--- src/hdl/gfl_pkg.sv ---
package gfl_pkg;

    localparam int unsigned IDX_W          = 10;
    localparam int unsigned CNT_W          = 11;
    localparam int unsigned CFG_W          = 11;
    localparam int unsigned CFG_IDX_W      = 1;
    localparam int unsigned S_TDATA_W      = 16;
    localparam int unsigned M_TDATA_W      = 16;
    localparam int unsigned DEF_MAX_BLOCKS = 1024;
    // Block counts and indexes never reach past what the count width holds.
    localparam int unsigned MEM_DEPTH_CAP  = 2 ** CNT_W;

    localparam logic [CFG_W-1:0] RST_GROW_N = 11'd16;
    localparam logic [CFG_W-1:0] RST_MAX_N  = 11'd1024;

    localparam logic [CFG_IDX_W-1:0] CFG_GROW = 1'b0;
    localparam logic [CFG_IDX_W-1:0] CFG_MAX  = 1'b1;

    localparam logic KIND_ALLOC = 1'b0;
    localparam logic KIND_FREE  = 1'b1;

    typedef logic [1:0] t_status;
    localparam t_status ST_OK        = 2'd0;
    localparam t_status ST_EXHAUSTED = 2'd1;
    localparam t_status ST_BAD_INDEX = 2'd2;

    typedef struct packed {
        logic [CFG_W-1:0] grow_n;
        logic [CFG_W-1:0] max_n;
    } t_cfg;

    typedef struct packed {
        logic             we;
        logic [CNT_W-1:0] waddr;
        logic [CNT_W-1:0] wlink;
        logic             wlast;
        logic             re;
        logic [CNT_W-1:0] raddr;
    } t_mem_req;

    typedef struct packed {
        logic [CNT_W-1:0] link;
        logic             last;
    } t_mem_rsp;

    typedef struct packed {
        logic [IDX_W-1:0] index;
        t_status          status;
    } t_result;

endpackage

--- src/hdl/gfl_ctrl.sv ---
module gfl_ctrl #(
    parameter int unsigned MAX_BLOCKS = gfl_pkg::DEF_MAX_BLOCKS
) (
    input  logic                        i_clk,
    input  logic                        i_rst_n,
    input  logic                        i_in_valid,
    output logic                        o_in_ready,
    input  logic                        i_kind,
    input  logic [gfl_pkg::IDX_W-1:0]   i_free_index,
    input  gfl_pkg::t_cfg               i_cfg,
    input  logic                        i_slot_free,
    output logic                        o_res_valid,
    output gfl_pkg::t_result            o_res,
    output gfl_pkg::t_mem_req           o_mem_req,
    input  gfl_pkg::t_mem_rsp           i_mem_rsp
);
    import gfl_pkg::*;

    localparam logic [1:0] S_IDLE = 2'd0;
    localparam logic [1:0] S_EXEC = 2'd1;
    localparam logic [1:0] S_GROW = 2'd2;

    localparam int unsigned LIMIT_CAP_I =
        (MAX_BLOCKS < MEM_DEPTH_CAP - 1) ? MAX_BLOCKS : MEM_DEPTH_CAP - 1;
    localparam logic [CNT_W-1:0] LIMIT_CAP = CNT_W'(LIMIT_CAP_I);

    logic [1:0]       r_state, n_state;
    logic             r_kind, n_kind;
    logic [IDX_W-1:0] r_fidx, n_fidx;
    logic [CNT_W-1:0] r_head, n_head;
    logic             r_empty, n_empty;
    logic [CNT_W-1:0] r_committed, n_committed;
    logic [CNT_W-1:0] r_cnt, n_cnt;

    logic [CNT_W-1:0] limit;
    logic [CNT_W:0]   grow_end;
    logic             grow_fail;
    logic [CNT_W-1:0] grow_blk;
    logic [CNT_W-1:0] grow_nxt;
    logic [CNT_W-1:0] first_nxt;
    logic             grow_last;

    assign limit     = (i_cfg.max_n < LIMIT_CAP) ? i_cfg.max_n : LIMIT_CAP;
    assign grow_end  = {1'b0, r_committed} + {1'b0, i_cfg.grow_n};
    assign grow_fail = (i_cfg.grow_n == '0) || (grow_end > {1'b0, limit});
    assign grow_blk  = r_committed + r_cnt;
    assign grow_nxt  = grow_blk + CNT_W'(1);
    assign first_nxt = r_committed + CNT_W'(1);
    assign grow_last = (r_cnt == i_cfg.grow_n - CNT_W'(1));

    assign o_in_ready = (r_state == S_IDLE);

    always_comb begin
        n_state     = r_state;
        n_kind      = r_kind;
        n_fidx      = r_fidx;
        n_head      = r_head;
        n_empty     = r_empty;
        n_committed = r_committed;
        n_cnt       = r_cnt;
        o_res_valid = 1'b0;
        o_res       = '0;
        o_mem_req   = '0;
        // The head link is read while idle, so a pop finds it ready in the
        // execute cycle. Writes happen only outside idle, so they never race it.
        o_mem_req.re    = (r_state == S_IDLE);
        o_mem_req.raddr = r_head;

        unique case (r_state)
            S_IDLE: begin
                if (i_in_valid) begin
                    n_kind  = i_kind;
                    n_fidx  = i_free_index;
                    n_state = S_EXEC;
                end
            end
            S_EXEC: begin
                if (r_kind == KIND_FREE) begin
                    if (i_slot_free) begin
                        o_res_valid = 1'b1;
                        n_state     = S_IDLE;
                        if ({1'b0, r_fidx} >= r_committed) begin
                            o_res.status = ST_BAD_INDEX;
                        end else begin
                            o_mem_req.we    = 1'b1;
                            o_mem_req.waddr = {1'b0, r_fidx};
                            o_mem_req.wlink = r_head;
                            o_mem_req.wlast = r_empty;
                            n_head          = {1'b0, r_fidx};
                            n_empty         = 1'b0;
                            o_res.status    = ST_OK;
                        end
                    end
                end else if (!r_empty) begin
                    if (i_slot_free) begin
                        o_res_valid  = 1'b1;
                        o_res.index  = r_head[IDX_W-1:0];
                        o_res.status = ST_OK;
                        n_state      = S_IDLE;
                        if (i_mem_rsp.last) begin
                            n_empty = 1'b1;
                            n_head  = '0;
                        end else begin
                            n_head = i_mem_rsp.link;
                        end
                    end
                end else if (grow_fail) begin
                    if (i_slot_free) begin
                        o_res_valid  = 1'b1;
                        o_res.status = ST_EXHAUSTED;
                        n_state      = S_IDLE;
                    end
                end else begin
                    n_cnt   = '0;
                    n_state = S_GROW;
                end
            end
            S_GROW: begin
                // Chain the new blocks in index order, one link write a cycle.
                // The last write repeats harmlessly while the result waits.
                o_mem_req.we    = 1'b1;
                o_mem_req.waddr = grow_blk;
                o_mem_req.wlink = {1'b0, grow_nxt[IDX_W-1:0]};
                o_mem_req.wlast = grow_last;
                if (!grow_last) begin
                    n_cnt = r_cnt + CNT_W'(1);
                end else if (i_slot_free) begin
                    // The first new block goes out at once; its link is known.
                    o_res_valid  = 1'b1;
                    o_res.index  = r_committed[IDX_W-1:0];
                    o_res.status = ST_OK;
                    n_committed  = grow_end[CNT_W-1:0];
                    n_state      = S_IDLE;
                    if (i_cfg.grow_n == CNT_W'(1)) begin
                        n_empty = 1'b1;
                        n_head  = '0;
                    end else begin
                        n_empty = 1'b0;
                        n_head  = {1'b0, first_nxt[IDX_W-1:0]};
                    end
                end
            end
            default: begin
                n_state = S_IDLE;
            end
        endcase
    end

    always_ff @(posedge i_clk) begin
        if (!i_rst_n) begin
            r_state     <= S_IDLE;
            r_head      <= '0;
            r_empty     <= 1'b1;
            r_committed <= '0;
            r_cnt       <= '0;
        end else begin
            r_state     <= n_state;
            r_head      <= n_head;
            r_empty     <= n_empty;
            r_committed <= n_committed;
            r_cnt       <= n_cnt;
        end
    end

    always_ff @(posedge i_clk) begin
        r_kind <= n_kind;
        r_fidx <= n_fidx;
    end

endmodule

--- config.mk ---
export PLATFORM = sky130hd
export DESIGN_NAME = gfl_ctrl
export DESIGN_NICKNAME = d
export VERILOG_FILES = /design/src/hdl/gfl_pkg.sv /design/src/hdl/gfl_ctrl.sv
export SDC_FILE = /design/constraint.sdc
export NUM_CORES = 1
export LEC_CHECK = 0
export ABC_AREA = 1
export CORE_AREA = 2 2 90 92
export CTS_BUF_LIST = sky130_fd_sc_hd__clkbuf_4 sky130_fd_sc_hd__clkbuf_8 sky130_fd_sc_hd__clkbuf_16
export CTS_CLUSTER_DIAMETER = 200
export CTS_CLUSTER_SIZE = 28
export DETAILED_ROUTE_END_ITERATION = 12
export DIE_AREA = 0 0 92 94
export DONT_BUFFER_PORTS = 1
export GPL_TIMING_DRIVEN = 0
export PLACE_DENSITY_LB_ADDON = 0.25
export SETUP_SLACK_MARGIN = 0.5
export SYNTH_ARGS = -nofsm -noshare
export SYNTH_HDL_FRONTEND = slang
export SYNTH_SLANG_ARGS = --single-unit
export TNS_END_PERCENT = 50
--- constraint.sdc ---
create_clock -name i_clk -period 4.6 [get_ports i_clk]
set_input_delay 0.46 -clock i_clk [delete_from_list [all_inputs] [get_ports i_clk]]
set_output_delay 0.46 -clock i_clk [all_outputs]
set_load 0.005 [all_outputs]
# Word-level counts from Yosys, hierarchy flattened
# Cells that the tools add are included.
# word_totals
ff_bits	47
inputBits	49
# classes
eq_ne	15
n_reduce_logical	10
magnitude_cmp	3
n_addsub	6
muxes	55
# op_table
cell	count
$mux W11	13
$mux W24	3
$pmux W24 S2	1
$pmux W11 S2	2
$mux W12	3
$mux W10	3
$pmux W12 S2	1
$add A10 B1 Y10 const B	2
$mux W2	10
$mux W1	16
$ne A2 B2 Y1 const B	7
$add A11 B11 Y12	1
$gt A12 B11 Y1	1
$ne A3 B3 Y1 const B	4
$add A11 B1 Y11 const B	1
$add A11 B11 Y11	1
$eq A11 B1 Y1 const B	1
$eq A11 B11 Y1	1
$ge A10 B11 Y1	1
$logic_not A11 Y1	1
$lt A11 B11 Y1 const B	1
$sub A11 B1 Y11 const B	1
$reduce_and A5 Y1	2
$reduce_and A7 Y1	1
other kinds (9)	11

# Logic depth before layout (Yosys ltp)
# Gate-level depths: netlist (run 1).
# logic_depth
depth_word	8
depth_mapped	26
depth_no_buf	26

# Worst setup path before layout (run 1)
# No wires, ideal clock.
# synth_path
path_type	input to output
start	in i_cfg[11] (netlist bit)
end	out o_res_valid
stages	23
arrival_ns	2.868
setup_slack_ns	1.272
n_path_buf	0
path_cell_list	ha_1 -> fa_1 -> nand3_1 -> nand2_1 -> a21oi_1 -> o21ai_0 -> nand2_1 -> nand2_1 -> a21oi_1 -> or2_2 -> and2_1 -> inv_1 -> ha_1 -> nand2_1 -> inv_1 -> nand2_1 -> nand2_1 -> nand2_1 -> nand2_1 -> nand2_1 -> nand2_1 -> nor3_1 -> o21ai_0
# synth_between
elab_chain_cells	7
elab_cells_between_ends	11
cone_classes	add/sub (2); order compare (1); eq/ne (1); mux (5); reduce/logical (2)
# synth_rtl
item	line_no	text
start: declaration	gfl_ctrl.sv:10	input gfl_pkg::t_cfg i_cfg,
$add A11 B11 Y12	gfl_ctrl.sv:44	assign grow_end = {1'b0, r_committed} + {1'b0, i_cfg.grow_n};
named net grow_end[8]	gfl_ctrl.sv:36	logic [CNT_W:0] grow_end;
$gt A12 B11 Y1	gfl_ctrl.sv:45	assign grow_fail = (i_cfg.grow_n == '0) || (grow_end > {1'b0, limit});
$logic_or A1 B1 Y1	gfl_ctrl.sv:45	
$mux W1	gfl_ctrl.sv:107	end else if (grow_fail) begin
$mux W1	gfl_ctrl.sv:94	end else if (!r_empty) begin
$mux W1	gfl_ctrl.sv:78	if (r_kind == KIND_FREE) begin
$pmux W1 S2	gfl_ctrl.sv:69	unique case (r_state)
end: declaration	gfl_ctrl.sv:12	output logic o_res_valid,
# The timed path passes the listed nets, and every way through them passes these cells.

# Worst setup path in the final report (run 1)
# layout_path
start	reg r_committed[0]
end	out o_res_valid
# layout_between
elab_chain_cells	7
# layout_rtl
item	line_no	text
start: declaration	gfl_ctrl.sv:32	logic [CNT_W-1:0] r_committed, n_committed;
start signal: assignment	gfl_ctrl.sv:160	r_committed <= n_committed;
$add A11 B11 Y12	gfl_ctrl.sv:44	
named net grow_end[8]	gfl_ctrl.sv:36	
$gt A12 B11 Y1	gfl_ctrl.sv:45	
$logic_or A1 B1 Y1	gfl_ctrl.sv:45	
$mux W1	gfl_ctrl.sv:107	
$mux W1	gfl_ctrl.sv:94	
$mux W1	gfl_ctrl.sv:78	
$pmux W1 S2	gfl_ctrl.sv:69	
# The timed path passes the listed nets, and every way through them passes these cells.

==> results of run 1 <==
## cell families (layout without fill, tap and decap cells)
logic type	count (synthesis)	in the layout	share of synthesized area
AND/OR/NAND/NOR	340	340	0.303
AO/OA/AOI/OAI	139	139	0.166
buffers and inverters	117	125	0.0958
adder cells (fa/ha/maj)	54	54	0.142
flip-flops	47	47	0.216
XOR/XNOR	42	42	0.0783
## worst reg2reg max path: stages (launching register included)
cell and delay [ps]:
dfxtp_4 400, ha_1 230, fa_2 390, nand3_1 90, nand2_1 90, a21oi_2 150
o21ai_2 80, nand2_1 60, nand2_1 60, a21oi_2 120, or2_2 110, and2_1 130
inv_1 50, ha_1 280, nand2_1 110, inv_1 50, nand2_1 60, nand2_1 40
nand2_1 50, nand2_1 70, nand2_2 100, nand2_2 90, nand2_1 130, buf_2 240
nand3_1 100, a21oi_1 170
## metal layers
layer | wire, µm | global-route usage
met1 | 6200 | 0.442
met2 | 7620 | 0.651
met3 | 1170 | 0.0465
met4 | 636 | 0.159
met5 | 0 | 0
## worst paths after layout
path / end / cells past startpoint / from
setup reg to reg: r_cnt[2]$_SDFFE_PN0P_ / 25 / r_committed[0]$_SDFFE_PN0P_
hold reg to reg: r_state[0]$_SDFFE_PN0P_ / 2 / r_state[0]$_SDFFE_PN0P_
setup / recovery: o_res_valid / 23 / r_committed[0]$_SDFFE_PN0P_
hold / removal: r_fidx[3]$_DFFE_PP_ / 0 / i_free_index[3]
## per-stage QoR
| step | power [µW] | cell area [µm²] |
|---|---|---|
| detailed placement | 790 | 5000 |
| global route | 1110 | 5120 |
| CTS | 1050 | 5090 |
| global placement | 779 | 5000 |
| floorplan | 712 | 4870 |
| finish | 1060 | 5120 |
## what timing repair did
item                       CTS  global route
pin swaps                    0             0
gates resized for setup      1            12
setup endpoints to repair    2             4
## cell type report
| type | instances | area, µm² |
|---|---|---|
| Buffer | 18 | 95.1 |
| Clock buffer | 6 | 76.3 |
| Clock inverter | 2 | 13.8 |
| Fill cell | 706 | 2480 |
| Inverter | 99 | 372 |
| Multi-Input combinational cell | 575 | 3380 |
| Sequential cell | 47 | 1060 |
| Tap cell | 102 | 128 |
## synth_stat cells, drive strengths merged, types with 2 or more instances
master,instances
or2,5
nor2,86
a21oi,59
edfxtp,11
nor3,16
dfxtp,36
a21o,3
a31oi,2
nand3,46
xor2,33
inv,98
nor4,4
ha,52
buf,12
o21ai,43
fa,2
and3,2
nand4,14
o22ai,11
o32ai,10
clkbuf,6
nand2,163
a22oi,5
nor3b,2
xnor2,8
## placed cells by master (no fill, tap or decap), types with 3 or more instances in the layout
cell type and n:
a21o_1 3, a21oi_1 52, a21oi_2 7, a22oi_1 5, buf_2 7, buf_4 3, clkbuf_1 6, clkbuf_8 5
dfxtp_1 33, edfxtp_1 11, ha_1 52, inv_1 90, inv_2 8, nand2_1 158, nand2_2 4, nand3_1 43
nand4_1 14, nor2_1 84, nor3_1 13, nor3_2 3, nor4_1 4, o21ai_0 39, o21ai_1 3, o22ai_1 11
o32ai_1 10, or2_2 4, xnor2_1 8, xor2_1 33
## power groups by stage
| stage | Clock [µW] | Combinational [µW] | Sequential, µW |
|---|---|---|---|
| 2_1_floorplan | 0 | 228 | 485 |
| 3_3_place_gp | 0 | 285 | 494 |
| 3_5_place_dp | 0 | 295 | 495 |
| 4_1_cts | 268 | 297 | 485 |
| 5_1_grt | 282 | 342 | 488 |
| 6_report | 266 | 306 | 485 |
## flip-flops by register name, indices dropped and copies added (netlist names)
name         flops
r_kind           1
r_fidx          10
r_state          2
r_empty          1
r_cnt           11
r_head          11
r_committed     11
==> impl_metrics.py, run 1 <==
metrics = {
    "placement": {
        "placed_cells": 841,
        "dp_hpwl_um": 12600,
        "place_ws_ps": 727,
        "portBuffers": 0,
        "gp_congestion": 0.958,
    },
    "finish": {
        "drive_gt1_frac": 0.0750,
        "final_core_util": 0.674,
        "antennaDiodeCount": 0,
        "layout.cells.non_filler": 849,
        "layout.nets": 849,
        "synthToLayoutAreaGrowth_pct": 5.19,
    },
    "synthesis": {
        "netlist_instances": 739,
        "synth.top_cells.by_area": "dfxtp_1 (15%), ha_1 (13%), nand2_1 (12%)",
        "async_flop_share": 0,
        "yosys.area.top_type_share": 0.148,
        "synth_top_area_cell": "dfxtp_1",
        "synth_edf_count": 11,
        "synth_nets": 842,
        "synth_area_um2": 4870,
        "ys_warn_count": 0,
        "synth_seq_area_share": 0.216,
        "ys_types": 48,
        "ys_ff_latch": 47,
        "synth_flop_cell": "dfxtp_1",
        "syn_avg_cell_area_um2": 6.59,
    },
    "clock_tree": {
        "cts_buffers": 5,
        "htreeDepth": 2,
        "root_buffer": "clkbuf_8",
        "clk_path_buf_depth": 2,
        "cts_tree": "done",
        "holdBufCountCts": 0,
        "cts_setup_buffers": 0,
        "clock_sinks": 47,
        "clkTransAtPathRegs_ps": 100,
        "clkLatencyLatePin_ps": 320,
    },
    "job": {
        "maxCapViolations": 0,
    },
    "critical_path": {
        "cp_slowest_cell": "dfxtp_4",
        "cpPeakStageDelay_ps": 400,
        "path_buf_inv": 2,
        "cp_max_fo": 8,
        "cpMostUsedCell": "nand2_1",
        "cp_cell_sequence": "ha_1 -> fa_2 -> nand3_1 -> nand2_1 -> a21oi_2 -> o21ai_2 -> nand2_1 -> nand2_1 -> a21oi_2 -> or2_2 -> and2_1 -> inv_1 -> ha_1 -> nand2_1 -> inv_1 -> nand2_1 -> nand2_1 -> nand2_1 -> nand2_1 -> nand2_2 -> nand2_2 -> nor3_2 -> o21ai_0",
        "startpoint_type": "flop",
        "reg2reg_slack_ps": 1070,
        "timing.critical_path.max_delay_family": "simple AND/OR/NAND/NOR gates",
        "cp.arrival_ps": 3420,
        "required_ps": 4140,
        "critPathKind": "reg -> out",
        "cp-end-kind": "output pin",
    },
    "timing": {
        "slew_headroom": 0.363,
        "setup_viol": 0,
        "fin_tns_setup_ps": 0,
        "timing.final.crit_share": 0.843,
        "hold_ws_ps": 230,
        "drv_slew": 0,
        "hold_viol": 0,
        "rsz0062_at_grt": "no",
        "tightest_slew_ps": 951,
        "fmax_mhz": 258,
        "fin_worst_skew_ps": 16.7,
        "worst_slack_ps": 722,
        "min_period_ps": 3880,
    },
    "detailed_routing": {
        "wl_um": 15600,
        "wire_per_inst_um": 18.4,
        "drc": 0,
        "firstDrtPassIters": 5,
        "vias_per_cell": 6.07,
        "antenna_left": 0,
        "drt_iter0_drc": 320,
        "route.vias.total": 5156,
    },
    "floorplanning": {
        "start_util": 0.640,
        "fp.dieH_um": 94,
        "core-area_um2": 7610,
        "ios": 99,
        "die_area_um2": 8650,
        "die_x_um": 92,
        "rows": 32,
    },
    "global_route": {
        "grt_max_degree": 16,
        "grt_usage": 0.365,
        "grt_pass1_vias": 4950,
        "overflow": 0,
        "antenna_found_initial": 0,
        "grt_pass1_wl_um": 24700,
    },
    "pwr": {
        "seqPwrFrac": 0.459,
        "switchingPower_uw": 386,
        "power_density_nw_per_um2": 206,
        "p_int_uw": 670,
        "p_comb_frac": 0.290,
        "leakagePower_uw": 0.00229,
        "irDropWorstVdd_mv": 0.136,
        "switching_share": 0.366,
        "clock_power_share": 0.252,
    },
    "status": {
        "status": "finished clean",
    },
    "worst_hold_path": {
        "hp-class": "in -> reg",
    },
}
No activity file was read; power rests on OpenSTA's default activity.
==> run 2, diff against run 1 <==
Clock period 4.6 ns to 3.95 ns, I/O delays scaled along.
==> run 2 against run 1 <==
Compared with the run above: sequential power grew 16%; clock skew shrank 2.1 ps; sequential cell count is the same; critical path type unchanged; highest routed layer unchanged.
==> impl_metrics.py, run 2 (same netlist as run 1, synthesis figures left out) <==
metrics = {
    "status": {
        "status": "finished clean",
    },
    "clock_tree": {
        "clk_path_buf_depth": 2,
        "holdBufCountCts": 0,
        "clock_sinks": 47,
        "clkTransAtPathRegs_ps": 100,
        "clkLatencyLatePin_ps": 310,
        "cts_buffers": 5,
        "htreeDepth": 2,
        "root_buffer": "clkbuf_8",
        "cts_tree": "done",
    },
    "finish": {
        "multi_input_area_um2": 3550,
        "largest_registers": "r_cnt x11, r_committed x11, r_head x11",
        "fill_cells": 650,
        "layout.cells.non_filler": 866,
        "synthToLayoutAreaGrowth_pct": 11.5,
        "layout.nets": 866,
        "final_common_cell": "nand2_1",
        "drive_gt1_frac": 0.139,
        "layout_common_cells": "nand2_1 (153), inv_1 (87), nor2_1 (81)",
        "antennaDiodeCount": 0,
        "seq_area_um2": 1060,
        "final_core_util": 0.714,
    },
    "global_route": {
        "grt_max_degree": 16,
        "grt_usage": 0.374,
        "overflow": 0,
        "grt_pass1_wl_um": 25400,
        "antenna_found_initial": 0,
        "grt_pass1_vias": 5121,
    },
    "floorplanning": {
        "core-area_um2": 7610,
        "ios": 99,
        "die_area_um2": 8650,
        "rows": 32,
        "die_x_um": 92,
        "start_util": 0.640,
        "fp.dieH_um": 94,
    },
    "timing": {
        "fin_tns_setup_ps": 0,
        "hold_viol": 0,
        "slew_headroom": 0.385,
        "tightest_slew_ps": 919,
        "timing.final.crit_share": 0.896,
        "setup_viol": 0,
        "fin_worst_skew_ps": 14.5,
        "rsz0062_at_grt": "yes",
        "fmax_mhz": 283,
        "drv_slew": 0,
        "worst_slack_ps": 411,
        "min_period_ps": 3540,
    },
    "critical_path": {
        "cp_cell_sequence": "ha_4 -> a21oi_1 -> nand2_1 -> a31oi_1 -> xor2_1 -> ha_1 -> a21oi_2 -> nor2_1 -> nor2_1 -> nand2_1 -> nand2_1 -> nand2_1 -> nand2_1 -> nand2_1 -> nand2_2 -> nand2_4 -> nor3_4 -> o21ai_2",
        "cp_num_cells": 18,
        "timing.critical_path.max_delay_family": "simple AND/OR/NAND/NOR gates",
        "cp-end-kind": "output pin",
        "startpoint_type": "flop",
        "cp_slowest_cell": "dfxtp_2",
        "path_buf_inv": 0,
        "cpMostUsedCell": "nand2_1",
        "cp_max_fo": 6,
        "required_ps": 3560,
        "critPathKind": "reg -> out",
        "ff2ff_path_depth": 21,
        "cpPeakStageDelay_ps": 470,
        "cp.arrival_ps": 3140,
    },
    "pwr": {
        "power_density_nw_per_um2": 232,
        "power_uw": 1260,
        "leakagePower_uw": 0.00241,
        "irDropWorstVdd_mv": 0.158,
    },
    "detailed_routing": {
        "route.vias.total": 5358,
        "wire_per_inst_um": 18.8,
        "antenna_left": 0,
        "vias_per_cell": 6.19,
        "drc": 0,
        "firstDrtPassIters": 5,
        "drt_iter0_drc": 397,
        "wl_um": 16300,
    },
    "placement": {
        "gp_congestion": 0.958,
        "placed_cells": 841,
        "portBuffers": 0,
        "dp_hpwl_um": 12600,
        "place_ws_ps": 95.6,
    },
    "job": {
        "maxCapViolations": 0,
    },
    "worst_hold_path": {
        "hold_depth": 0,
        "hp-class": "in -> reg",
    },
}
==> run 2: path summary, 6_finish.rpt <==
| path | to | start | slack [ps] |
|---|---|---|---|
| max | o_res_valid | r_committed[2]$_SDFFE_PN0P_ | 410 |
| min | r_fidx[1]$_DFFE_PP_ | i_free_index[1] | 170 |
| max reg2reg | r_cnt[2]$_SDFFE_PN0P_ | r_committed[2]$_SDFFE_PN0P_ | 620 |
| min reg2reg | r_state[0]$_SDFFE_PN0P_ | r_state[0]$_SDFFE_PN0P_ | 520 |
==> run 2: per-stage QoR <==
stage	hold WS (ps)	cell area (µm²)
6_report	166	5430
2_1_floorplan	478	4870
4_1_cts	166	5270
3_3_place_gp	492	5000
5_1_grt	155	5430
3_5_place_dp	494	5000
==> run 2: metal layers <==
metal | global-route usage | up-vias | routed length [µm]
met1 | 0.446 | 2463 | 6240
li1 | - | 2517 | -
met3 | 0.0554 | 72 | 1450
met5 | 0 | - | 0
met2 | 0.663 | 306 | 7900
met4 | 0.178 | 0 | 699
==> run 2: timing repair <==
| action | 4_1_cts | 5_1_grt |
|---|---|---|
| pin swaps | 16 | 19 |
| setup buffers | 10 | 7 |
| endpoints found under the setup margin | 15 | 28 |
| resized for setup | 27 | 33 |
==> run 2: final cells by class <==
type                            count  share of cell area
Clock inverter                      2             0.00253
Sequential cell                    47               0.196
Timing Repair Buffer               17              0.0235
Buffer                             18              0.0193
Clock buffer                        6              0.0140
Tap cell                          102              0.0235
Multi-Input combinational cell    575               0.653
Inverter                           99              0.0684
==> run 2: power by group <==
group | switching [µW] | internal [µW]
combinational | 253 | 131
clock | 179 | 132
sequential | 34.7 | 529
